$ cat config.mk
export PLATFORM = sky130hd
export DESIGN_NAME = tcpu_ctrl
export DESIGN_NICKNAME = d
export VERILOG_FILES = /design/src/hdl/tcpu_pkg.sv /design/src/hdl/tcpu_ctrl.sv
export SDC_FILE = /design/constraint.sdc
export NUM_CORES = 1
export LEC_CHECK = 0
export BUFFER_PORTS_ARGS = -buffer_cell sky130_fd_sc_hd__buf_2
export CAP_MARGIN = 10
export CORE_AREA = 3 3 40 42
export DETAILED_ROUTE_END_ITERATION = 7
export DIE_AREA = 0 0 43 45
export PLACE_DENSITY = 0.37
export RECOVER_POWER = 50
export SLEW_MARGIN = 5
export SYNTH_ARGS = -nofsm -noshare
export SYNTH_HDL_FRONTEND = slang
export SYNTH_SLANG_ARGS = --single-unit
$ cat constraint.sdc
create_clock -name clk -period 1.4 [get_ports clk]
set_clock_uncertainty 0.1 [all_clocks]
set_input_delay 0.07 -clock clk [delete_from_list [all_inputs] [get_ports clk]]
set_output_delay 0.07 -clock clk [all_outputs]
set_load 0.02 [all_outputs]
$ cat src/hdl/tcpu_pkg.sv
`timescale 1ns / 1ps
`default_nettype none
// ----------------------------------------------------------------------------
// tcpu_pkg
// Shared codes and controller/datapath link types for the tiny register core.
// ----------------------------------------------------------------------------
package tcpu_pkg;

  // request modes
  localparam logic [1:0] MODE_LOAD_WORD = 2'd0;
  localparam logic [1:0] MODE_RESTART   = 2'd1;
  localparam logic [1:0] MODE_EXEC      = 2'd2;

  // opcodes
  localparam logic [3:0] OPC_LOAD      = 4'd0;
  localparam logic [3:0] OPC_STORE     = 4'd1;
  localparam logic [3:0] OPC_MOVREG    = 4'd2;
  localparam logic [3:0] OPC_MOVIMM    = 4'd3;
  localparam logic [3:0] OPC_ADDREG    = 4'd4;
  localparam logic [3:0] OPC_ADDIMM    = 4'd5;
  localparam logic [3:0] OPC_SUBREG    = 4'd6;
  localparam logic [3:0] OPC_SUBIMM    = 4'd7;
  localparam logic [3:0] OPC_MULREG    = 4'd8;
  localparam logic [3:0] OPC_MULIMM    = 4'd9;
  localparam logic [3:0] OPC_CMP       = 4'd10;
  localparam logic [3:0] OPC_BLE       = 4'd11;
  localparam logic [3:0] OPC_BAL       = 4'd12;
  localparam logic [3:0] OPC_PRINTINT  = 4'd13;
  localparam logic [3:0] OPC_PRINTCHAR = 4'd14;

  localparam logic [31:0] HALT_WORD = 32'h0F00_0000;

  // controller -> datapath
  typedef struct packed {
    logic latch_req;    // request accepted, capture payload
    logic fetch;        // program store read at pc
    logic decode;       // register file read, data store read
    logic exec_commit;  // instruction retires
    logic req_commit;   // non-execute request, or execute while halted, retires
  } ctrl_cmd_t;

  // datapath -> controller
  typedef struct packed {
    logic halted;
  } ctrl_sts_t;

endpackage
`default_nettype wire

$ cat src/hdl/tcpu_ctrl.sv
`timescale 1ns / 1ps
`default_nettype none
// ----------------------------------------------------------------------------
// tcpu_ctrl
// Sequencer: request acceptance, fetch/decode/execute steps, result register
// handshake.
// ----------------------------------------------------------------------------
module tcpu_ctrl
  import tcpu_pkg::*;
(
  input  wire logic       clk,
  input  wire logic       rst_n,
  input  wire logic       in_valid,
  output logic            in_ready,
  input  wire logic [1:0] in_mode,
  output logic            out_valid,
  input  wire logic       out_ready,
  input  wire ctrl_sts_t  sts,
  output ctrl_cmd_t       cmd
);

  localparam logic [1:0] S_IDLE = 2'd0;
  localparam logic [1:0] S_DEC  = 2'd1;
  localparam logic [1:0] S_EXEC = 2'd2;
  localparam logic [1:0] S_FIN  = 2'd3;

  logic [1:0] state_r, state_nxt;
  logic       out_valid_r, out_valid_nxt;
  logic       out_free;
  logic       accept;

  assign in_ready  = (state_r == S_IDLE);
  assign out_valid = out_valid_r;
  assign accept    = in_valid && in_ready;
  assign out_free  = !out_valid_r || out_ready;

  always_comb begin
    state_nxt = state_r;
    cmd       = '0;
    unique case (state_r)
      S_IDLE: begin
        if (accept) begin
          cmd.latch_req = 1'b1;
          if (in_mode == MODE_EXEC && !sts.halted) begin
            cmd.fetch = 1'b1;
            state_nxt = S_DEC;
          end else begin
            state_nxt = S_FIN;
          end
        end
      end
      S_DEC: begin
        cmd.decode = 1'b1;
        state_nxt  = S_EXEC;
      end
      S_EXEC: begin
        if (out_free) begin
          cmd.exec_commit = 1'b1;
          state_nxt       = S_IDLE;
        end
      end
      S_FIN: begin
        if (out_free) begin
          cmd.req_commit = 1'b1;
          state_nxt      = S_IDLE;
        end
      end
      default: state_nxt = S_IDLE;
    endcase
  end

  always_comb begin
    out_valid_nxt = out_valid_r;
    if (out_valid_r && out_ready) out_valid_nxt = 1'b0;
    if (cmd.exec_commit || cmd.req_commit) out_valid_nxt = 1'b1;
  end

  always_ff @(posedge clk) begin
    if (!rst_n) begin
      state_r     <= S_IDLE;
      out_valid_r <= 1'b0;
    end else begin
      state_r     <= state_nxt;
      out_valid_r <= out_valid_nxt;
    end
  end

  // a result never overwrites one still waiting
  a_commit_free: assert property (@(posedge clk) disable iff (!rst_n)
    (cmd.exec_commit || cmd.req_commit) |-> out_free)
    else $error("commit while result register busy");

  a_cmd_onehot: assert property (@(posedge clk) disable iff (!rst_n)
    $onehot0({cmd.fetch, cmd.decode, cmd.exec_commit, cmd.req_commit}))
    else $error("overlapping datapath commands");

  a_exec_order: assert property (@(posedge clk) disable iff (!rst_n)
    (state_r == S_DEC) |=> (state_r == S_EXEC))
    else $error("decode not followed by execute");

endmodule
`default_nettype wire

=== Yosys cells after proc, flatten, opt, wreduce, memory -nomap -nowiden ===
Index checks and enable logic that the tools add are counted.
W data, S select, Z words.

* Bits in registers: 3
* Input bits: 7
* Output and inout bits: 7
* Word-level logic and storage cells: 32

* Eq/ne operators: 6
* Muxes and demuxes: 13
* Reduce and logical (&&, ||, !) cells: 11

{| class="wikitable"
|+ Operators with widths
! operator !! number
|-
| $mux W2 || 5
|-
| $mux W1 || 7
|-
| $eq A2 B2 Y1 const B || 3
|-
| $pmux W2 S3 || 1
|-
| $ne A2 B1 Y1 const B || 2
|-
| $logic_and A1 B1 Y1 || 3
|-
| $eq A2 B1 Y1 const B || 1
|-
| $logic_not A1 Y1 || 2
|-
| $logic_not A2 Y1 || 1
|-
| $logic_or A1 B1 Y1 || 2
|-
| $reduce_and A2 Y1 || 1
|-
| $reduce_bool A2 Y1 || 1
|-
| $reduce_or A2 Y1 || 1
|}

=== Logic depth before layout (Yosys ltp) ===
Gate-level depths: netlist (run 1).

* Depth in word-level cells: 6
* Mapped depth: 3
* Depth with buffers taken out: 3

=== Worst setup path before layout (run 1) ===
No wires, ideal clock.

* Path kind: flip-flop to output port
* From: register state_r[0]
* To: output port cmd[3] (netlist name)
* Data arrival time: 0.913 ns
* Required time: 1.230 ns
* Path slack: 0.317 ns
* Cell stages (with the launch flop): 3
* Path buffers: 0
* Path through: dfxtp_1 > nor2_2 > and3_1

{| class="wikitable"
|+ RTL lines
! item !! RTL line !! text
|-
| from (decl) || tcpu_ctrl.sv:27 || <nowiki>logic [1:0] state_r, state_nxt;</nowiki>
|-
| from (signal assigned) || tcpu_ctrl.sv:83 || <nowiki>state_r <= state_nxt;</nowiki>
|-
| to (decl) || tcpu_ctrl.sv:19 || <nowiki>output ctrl_cmd_t cmd</nowiki>
|}

==> impl_metrics.toml, run 1 <==
[synthesis]
synth-seq-area-share_pct = 36.1
synth.distinct_cells = 14
ys_top_cells_by_area = "dfxtp_1, nor2b_1, and3_1"
synth_largest_area_cell = "dfxtp_1"
syn_inst = 20
syn_avg_cell_area_um2 = 8.32
synth_nets = 27
synth_seq_cells = 3
yosys_warnings = 0
synth.top_cell.area_share_pct = 36.1
netlist_area_um2 = 166

[power]
vdd_drop_max_uv = 360
p_per_area_nw_per_um2 = 1290
power_uw = 366
p_leak_uw = 0.000139

[setup_path]
worstReg2RegEnd = "state_r[0]"
cp_max_fo = 7
r2r-start = "out_valid"
crit_required_ns = 1.23
end_kind = "output pin"
cp_slowest_cell = "dfxtp_1"
reg2reg_slack_ns = 0.48
crit_chain = "nor2_2 -> and3_1 -> buf_2"
critPathLaunchType = "flop"
crit_path_start = "state_r[1]"
setup.worst_path.class = "reg2out"
critPathMaxStageDelay_ns = 0.36
reg2regPathDepth = 3
arrival_ns = 1.07

[route]
first_iter_violations = 4
wl_per_cell_um = 9.06
remaining_drc_errors = 0
viasPerCell = 3.79
num_vias = 201
firstDrtPassIters = 2
ant_nets = 0
wl_um = 480

[global_route]
grt_usage_pct = 5.57
grt_pass1_wl_um = 717
grt_overflow = 0
antenna_found_initial = 0
grt_max_degree = 8
grt_pass1_vias = 199

[hold_path]
min-delay-start = "in_mode[0]"
hold_end = "state_r[1]"
hold_depth = 3
hold_path_class = "in2reg"

[final_layout]
syn_to_final_growth_pct = 69.9
diodes = 0
finalNetCount = 46
drive_above_1_share_pct = 39.5

[die]
rows = 13
num_io_pins = 14
die_y_um = 45
core_region_area_um2 = 1280
initial_core_util_pct = 13.0
die_x_um = 43
die-area_um2 = 1940

[run]
cap_viol_max_count = 0

[outcome]
status = "finished, final reports clean"

[cts]
cts_buffers = 3
clkTransAtPathRegs_ns = 0.04
postCtsSetupRepairBufs = 0
cts_tree = "yes"
cts_resized = 0
clock_sinks = 3
h-tree-depth = 1
clock_path_buffers = 2
cts-root-buf = "clkbuf_4"
insertion_delay_ns = 0.23

[sta]
maxClockFrequency_ghz = 0.807
worst_pin_slew_ns = 0.280
hold_ws_ns = 0.0139
hold_viol_final = 0
rsz0062_at_grt = "no"
fin_crit_sh_pct = 88.5
finalSetupViolations = 0
slew_headroom_pct = 81.3
setup_tns_ns = 0
min_period_ns = 1.24
slew_violations = 0

[placement]
port_buffers = 13
place_congestion = 0.735
-- worst max path at each step --
stage	end	cells after the start
floorplan	cmd[3]	2
finish	cmd[3]	3
global route	cmd[4]	4
detailed placement	cmd[4]	4
CTS	cmd[4]	4
global placement	cmd[3]	3
-- power by group --
part	total (uW)	switching, uW	internal [uW]
Sequential	111	13.3	97.2
Combinational	101	60.6	40.5
Clock	154	47.2	107
Total	366	121	245
-- cell type report --
cell class                      instances  area [um^2]
Fill cell                             159         1000
Multi-Input combinational cell         16          103
Timing Repair Buffer                   14         71.3
Clock buffer                            4         26.3
Tap cell                               15         18.8
Inverter                                1         3.75
Sequential cell                         3         60.1
-- cell usage in the layout, fill, tap and decap left out, types with 2 or more instances in the layout --
cell type / instances
and3_1: 2
buf_2: 10
clkbuf_1: 4
clkbuf_4: 3
dfxtp_1: 3
nand2_1: 2
nor2b_1: 3
-- logic make-up (layout without fill, tap and decap cells) --
group           count (synthesis)  after routing  share of synthesized area, %
compound gates                  3              3                          16.5
flops                           3              3                          36.1
simple gates                   13             13                          45.1
buf+inv                         1             19                          2.25
-- state kept, by name, summed over array words and instances, names as in the netlist --
name,count
state_r,2
out_valid,1
-- worst max-delay path: cells and delay by family, from the launching register on --
| kind | cells | cell delay, ns |
|---|---|---|
| buf+inv | 1 | 0.16 |
| flops | 1 | 0.36 |
| simple gates | 2 | 0.32 |
-- stage by stage --
step	utilization (%)	cell area, um^2	instances	setup slack, ns
2_1_floorplan	-	166	20	0.317
3_5_place_dp	19.5	250	48	0.399
6_report	22.0	283	53	0.161
3_3_place_gp	19.5	250	48	0.438
5_1_grt	22.0	283	53	0.0661
4_1_cts	22.3	287	53	0.142
-- layer usage --
| metal | global-route usage [%] | share of wire, % | vias up |
|---|---|---|---|
| met4 | 5.42 | 2.7 | 0 |
| met5 | 0 | 0 | - |
| met2 | 6.89 | 32 | 16 |
| met1 | 5.53 | 46 | 79 |
| met3 | 4.78 | 19 | 2 |
| li1 | - | - | 104 |
-- cell usage after synthesis, drive strengths merged --
library cell  count
dfxtp             3
nand3             1
nand3b            1
nor3b             1
and3              2
nand2b            1
o2bb2ai           1
a21boi            1
nor2              2
nor2b             3
o21a              1
nand2             2
inv               1
-- timing repair --
action / CTS / global route
endpoints found under the hold margin: 1 / 0
hold buffers: 1 / 0
setup endpoints to repair: 0 / 0
Note: power is estimated with default switching activity, not from simulation.
==> run 2: changes to the inputs <==
Settings changed: RECOVER_POWER 50 to unset.
==> run 2 against run 1 <==
- hold slack is essentially flat
- combinational power is essentially flat
- non-clock buffer count is the same
- utilization grew 0.29 points
- sequential power is essentially flat
==> impl_metrics.toml, run 2 (synthesis gave the netlist of run 1 again) <==
[outcome]
status = "finished, final reports clean"

[final_layout]
final_cell_area_um2 = 287
drive_above_1_share_pct = 47.4
final_cell_mix = "buf_2, nor2b_1, clkbuf_4, dfxtp_1"
regMostFlops = "state_r"
largest_reg_flops = 2
final_common_cell = "buf_2"
fillers = 158
finalNetCount = 46
diodes = 0
syn_to_final_growth_pct = 72.2

[cts]
cts-root-buf = "clkbuf_4"
postCtsSetupRepairBufs = 0
clkTransAtPathRegs_ns = 0.04
cts_buffers = 3
cts_tree = "yes"
h-tree-depth = 1
hold_buffers = 1
clock_sinks = 3
insertion_delay_ns = 0.23
clock_path_buffers = 2
cts_resized = 0

[global_route]
grt_usage_pct = 5.57
grt_max_degree = 8
grt_overflow = 0
grt_pass1_vias = 199
grt_pass1_wl_um = 717
antenna_found_initial = 0

[setup_path]
crit_end = "cmd[3]"
setup.worst_path.class = "reg2out"
reg2reg_slack_ns = 0.48
arrival_ns = 1.07
reg2regPathDepth = 3
crit_path_start = "state_r[1]"
critPathTopFamily = "flip-flops"
cp_max_fo = 7
crit_buf_inv = 1
worstReg2RegEnd = "state_r[1]"
critPathLaunchType = "flop"
critPathMaxStageDelay_ns = 0.36
crit_chain = "nor2_2 -> and3_1 -> buf_2"
crit_required_ns = 1.23
cp_slowest_cell = "dfxtp_1"
path_depth = 3
r2r-start = "state_r[1]"
end_kind = "output pin"

[power]
p_sw_uw = 121
clockPowerShare_pct = 41.9
vdd_drop_max_uv = 362
power_switching_share_pct = 32.9
p_leak_uw = 0.000150
intPower_uw = 247
comb_power_share_pct = 28.1
p_per_area_nw_per_um2 = 1280
pwr-share-seq_pct = 30.0

[route]
firstDrtPassIters = 2
wl_um = 482
top_layer = "met4"
met2_length_um = 155
wl_per_cell_um = 9.09
ant_nets = 0
num_vias = 201
first_iter_violations = 4
wl_met1_um = 222
dr_wl_met3_um = 91
viasPerCell = 3.79
remaining_drc_errors = 0

[placement]
place_area_um2 = 250
place_congestion = 0.735
port_buffers = 13

[die]
die_x_um = 43
die_y_um = 45
die-area_um2 = 1940
initial_core_util_pct = 13.0
rows = 13
core_region_area_um2 = 1280
num_io_pins = 14

[sta]
hold_viol_final = 0
fin_crit_sh_pct = 88.5
setup_tns_ns = 0
maxClockFrequency_ghz = 0.807
slew_headroom_pct = 81.3
finalSetupViolations = 0
rsz0062_at_grt = "no"
slew_violations = 0
min_period_ns = 1.24
worst_pin_slew_ns = 0.280

[run]
cap_viol_max_count = 0

[hold_path]
hold_path_class = "in2reg"
[run 2: cell count changes in the layout (fill, tap and decap cells not counted)]
cell and change:
buf_2 +3, clkbuf_1 -3
[run 2: cell type report]
class	count	area, um^2	area share, %
Timing Repair Buffer	14	75.1	26.2
Clock buffer	4	26.3	9.17
Tap cell	15	18.8	6.55
Inverter	1	3.75	1.31
Multi-Input combinational cell	16	103	35.8
Sequential cell	3	60.1	21.0
[run 2: per-layer routing]
layer	global-route usage, %	vias up
li1	-	104
met1	5.53	79
met2	6.89	16
met3	4.78	2
met4	5.42	0
met5	0	-
[run 2: worst register-to-register path, cell delays in order (launching register included)]
cell	delay [ns]
dfxtp_1	0.43
nor2_2	0.08
nor2b_1	0.12
o2bb2ai_1	0.12
[run 2: worst min-delay path by stage]
stage / start / endpoint / slack (ns) / cells past startpoint
floorplan: rst_n / out_valid / 0.09 / 1
detailed placement: rst_n / out_valid / 0.22 / 2
CTS: in_mode[0] / state_r[1] / 0.02 / 3
global placement: rst_n / out_valid / 0.23 / 2
global route: in_mode[0] / state_r[1] / 0.03 / 3
finish: in_mode[0] / state_r[1] / 0.01 / 3
[run 2: power groups by stage]
stage	logic, uW	clock network (uW)	registers (uW)
after floorplan	61.3	0	114
after global placement	102	0	111
after detailed placement	103	0	112
after CTS	105	162	110
after global routing	113	174	112
final	103	154	110
[run 2: per-stage QoR]
| step | hold WS (ns) | power [uW] | instances | utilization, % | setup slack [ns] |
|---|---|---|---|---|---|
| 5_1_grt | 0.0275 | 399 | 53 | 22.3 | 0.0661 |
| 4_1_cts | 0.0173 | 378 | 53 | 22.3 | 0.142 |
| 2_1_floorplan | 0.0876 | 175 | 20 | - | 0.317 |
| 3_5_place_dp | 0.221 | 215 | 48 | 19.5 | 0.399 |
| 3_3_place_gp | 0.231 | 213 | 48 | 19.5 | 0.438 |
| 6_report | 0.0138 | 368 | 53 | 22.3 | 0.161 |
==> run 3: changes to the inputs <==
Settings changed: ABC_AREA set to 1.
==> run 3 against run 2 <==
- largest power group unchanged
- sequential share of layout area is 0.45 points lower
- sequential cell count is the same
- setup slack better by 0.0033 ns
- final area is 2.2% higher
- via count unchanged
- die area unchanged
- count of clock-buffer cells in the layout is the same
- synthesized cell count is 20% higher
- fmax up 0.27%
- combinational power down 20%
- critical endpoint unchanged
==> impl_metrics.toml, run 3 <==
[route]
wl_um = 430
wl_per_cell_um = 7.41
first_iter_violations = 0
num_vias = 201
firstDrtPassIters = 1
viasPerCell = 3.47
remaining_drc_errors = 0
ant_nets = 0

[synthesis]
synth-seq-area-share_pct = 36.9
synth.top_cell.area_share_pct = 36.9
ys_top_cells_by_area = "dfxtp_1, inv_1, nor2_1"
synth_seq_cells = 3
syn_avg_cell_area_um2 = 6.78
syn_inst = 24
synth-main-ff-cell = "dfxtp_1"
synth_edf_count = 0
synth.most_common_cell = "inv_1"
synth_largest_area_cell = "dfxtp_1"
synth_nets = 31
synthTopCellsByCount = "inv_1, nor2_1, dfxtp_1, nand2_1"
yosys_warnings = 0
async_flop_share_pct = 0
synth.distinct_cells = 11
netlist_area_um2 = 163

[global_route]
use_met2_pct = 6.59
met3_usage_pct = 3.59
grt_max_degree = 5
globalRouteMet1Util_pct = 5.77
grt_pass1_wl_um = 696
top_usage_layer = "met2"
antenna_found_initial = 0
grt_usage_pct = 5.32
grt_pass1_vias = 196
grt_overflow = 0

[cts]
cts_tree = "yes"
clkTransAtPathRegs_ns = 0.04
clock_sinks = 3
cts_buffers = 3
clock_path_buffers = 2
h-tree-depth = 1
postCtsSetupRepairBufs = 0
insertion_delay_ns = 0.23
cts-root-buf = "clkbuf_4"

[final_layout]
diodes = 0
final_cell_mix = "buf_2, inv_1, nor2_1"
largest_reg_flops = 2
stdcell_count = 58
regMostFlops = "state_r"
finalNetCount = 51
final_common_cell = "buf_2"
syn_to_final_growth_pct = 80.0
drive_above_1_share_pct = 48.8

[power]
power_switching_share_pct = 30.7
clockPowerShare_pct = 44.6
vdd_drop_max_uv = 246
p_sw_uw = 104
p_leak_uw = 0.000166
intPower_uw = 234
comb_power_share_pct = 24.5
p_per_area_nw_per_um2 = 1150
pwr-share-seq_pct = 30.9

[placement]
place_congestion = 0.643
place_ws_ns = 0.402
place_inst = 52
port_buffers = 13
dp_hpwl_um = 351

[sta]
setup_tns_ns = 0
worst_pin_slew_ns = 0.223
slew_headroom_pct = 85.1
maxClockFrequency_ghz = 0.809
slew_violations = 0
fin_crit_sh_pct = 88.3
worst_slack_ns = 0.164
hold_viol_final = 0
finalSetupViolations = 0
rsz0062_at_grt = "no"
min_period_ns = 1.24

[setup_path]
crit_required_ns = 1.23
setup.worst_path.class = "reg2out"
arrival_ns = 1.07
end_kind = "output pin"
cp_max_fo = 4
critPathLaunchType = "flop"

[die]
die_y_um = 45
rows = 13
num_io_pins = 14
core_region_area_um2 = 1280
die_x_um = 43
initial_core_util_pct = 12.7
die-area_um2 = 1940

[run]
cap_viol_max_count = 0

[hold_path]
hold_path_class = "in2reg"

[outcome]
status = "finished, final reports clean"
## run 3: changes by cell type in the layout (fill, tap and decap cells not counted), moves of 2 or more
cell and change:
a21oi_1 +2, nand2_2 +2, and3_1 -2, nor2b_1 -3, nor2_1 +3, inv_1 +4
## run 3: area by class of cell
type	instances	area [um^2]
timing repair buffer	15	85.1
tap	15	18.8
sequential	3	60.1
inverter	6	22.5
fill	151	992
multi-input combinational	15	80.1
clock buffer	4	26.3
## run 3: worst paths after layout
kind | startpoint | endpoint | slack (ns) | cells after the start
setup / recovery | state_r[0] | cmd[3] | 0.16 | 4
hold / removal | out_ready | state_r[0] | 0.02 | 4
setup reg to reg | state_r[1] | state_r[1] | 0.53 | 3
hold reg to reg | out_valid | state_r[0] | 0.41 | 2
## run 3: power groups by stage
stage               sequential (uW)  clock (uW)  combinational (uW)
finish                          104         151                82.6
global route                    106         169                90.0
CTS                             105         160                84.1
detailed placement              106           0                79.4
global placement                106           0                80.9
floorplan                       107           0                47.7
## run 3: logic make-up (layout without fill, tap and decap cells)
group / count (synthesis) / count (layout) / share of synthesized area [%]
DFF: 3 / 3 / 36.9
and+or+nand+nor: 12 / 12 / 37.7
buffers and inverters: 6 / 25 / 13.8
AOI/OAI and AO/OA: 3 / 3 / 11.5
## run 3: metrics by stage
stage / power [uW] / utilization, % / hold WS, ns / cell area, um^2
after floorplan: 155 / - / 0.0931 / 163
after global placement: 187 / 19.2 / 0.235 / 246
after detailed placement: 185 / 19.2 / 0.234 / 246
after CTS: 349 / 22.8 / 0.0209 / 293
after global routing: 365 / 22.8 / 0.0375 / 293
final: 338 / 22.8 / 0.0231 / 293
## run 3: critical path: stages (launching register included)
cell	delay, ns
dfxtp_1	0.34
nor2_4	0.14
nand2_2	0.08
nor2_1	0.10
buf_2	0.17
## run 3: timing repair
item | CTS | global route
endpoints found under the hold margin | 2 | 0
gates resized for setup | 0 | 0
hold buffers | 2 | 0
## run 3: metal layers
layer,part of all wire [%],routed length [um]
met1,41,176
met2,49,211
met3,9.8,42
met4,0,0
met5,0,0
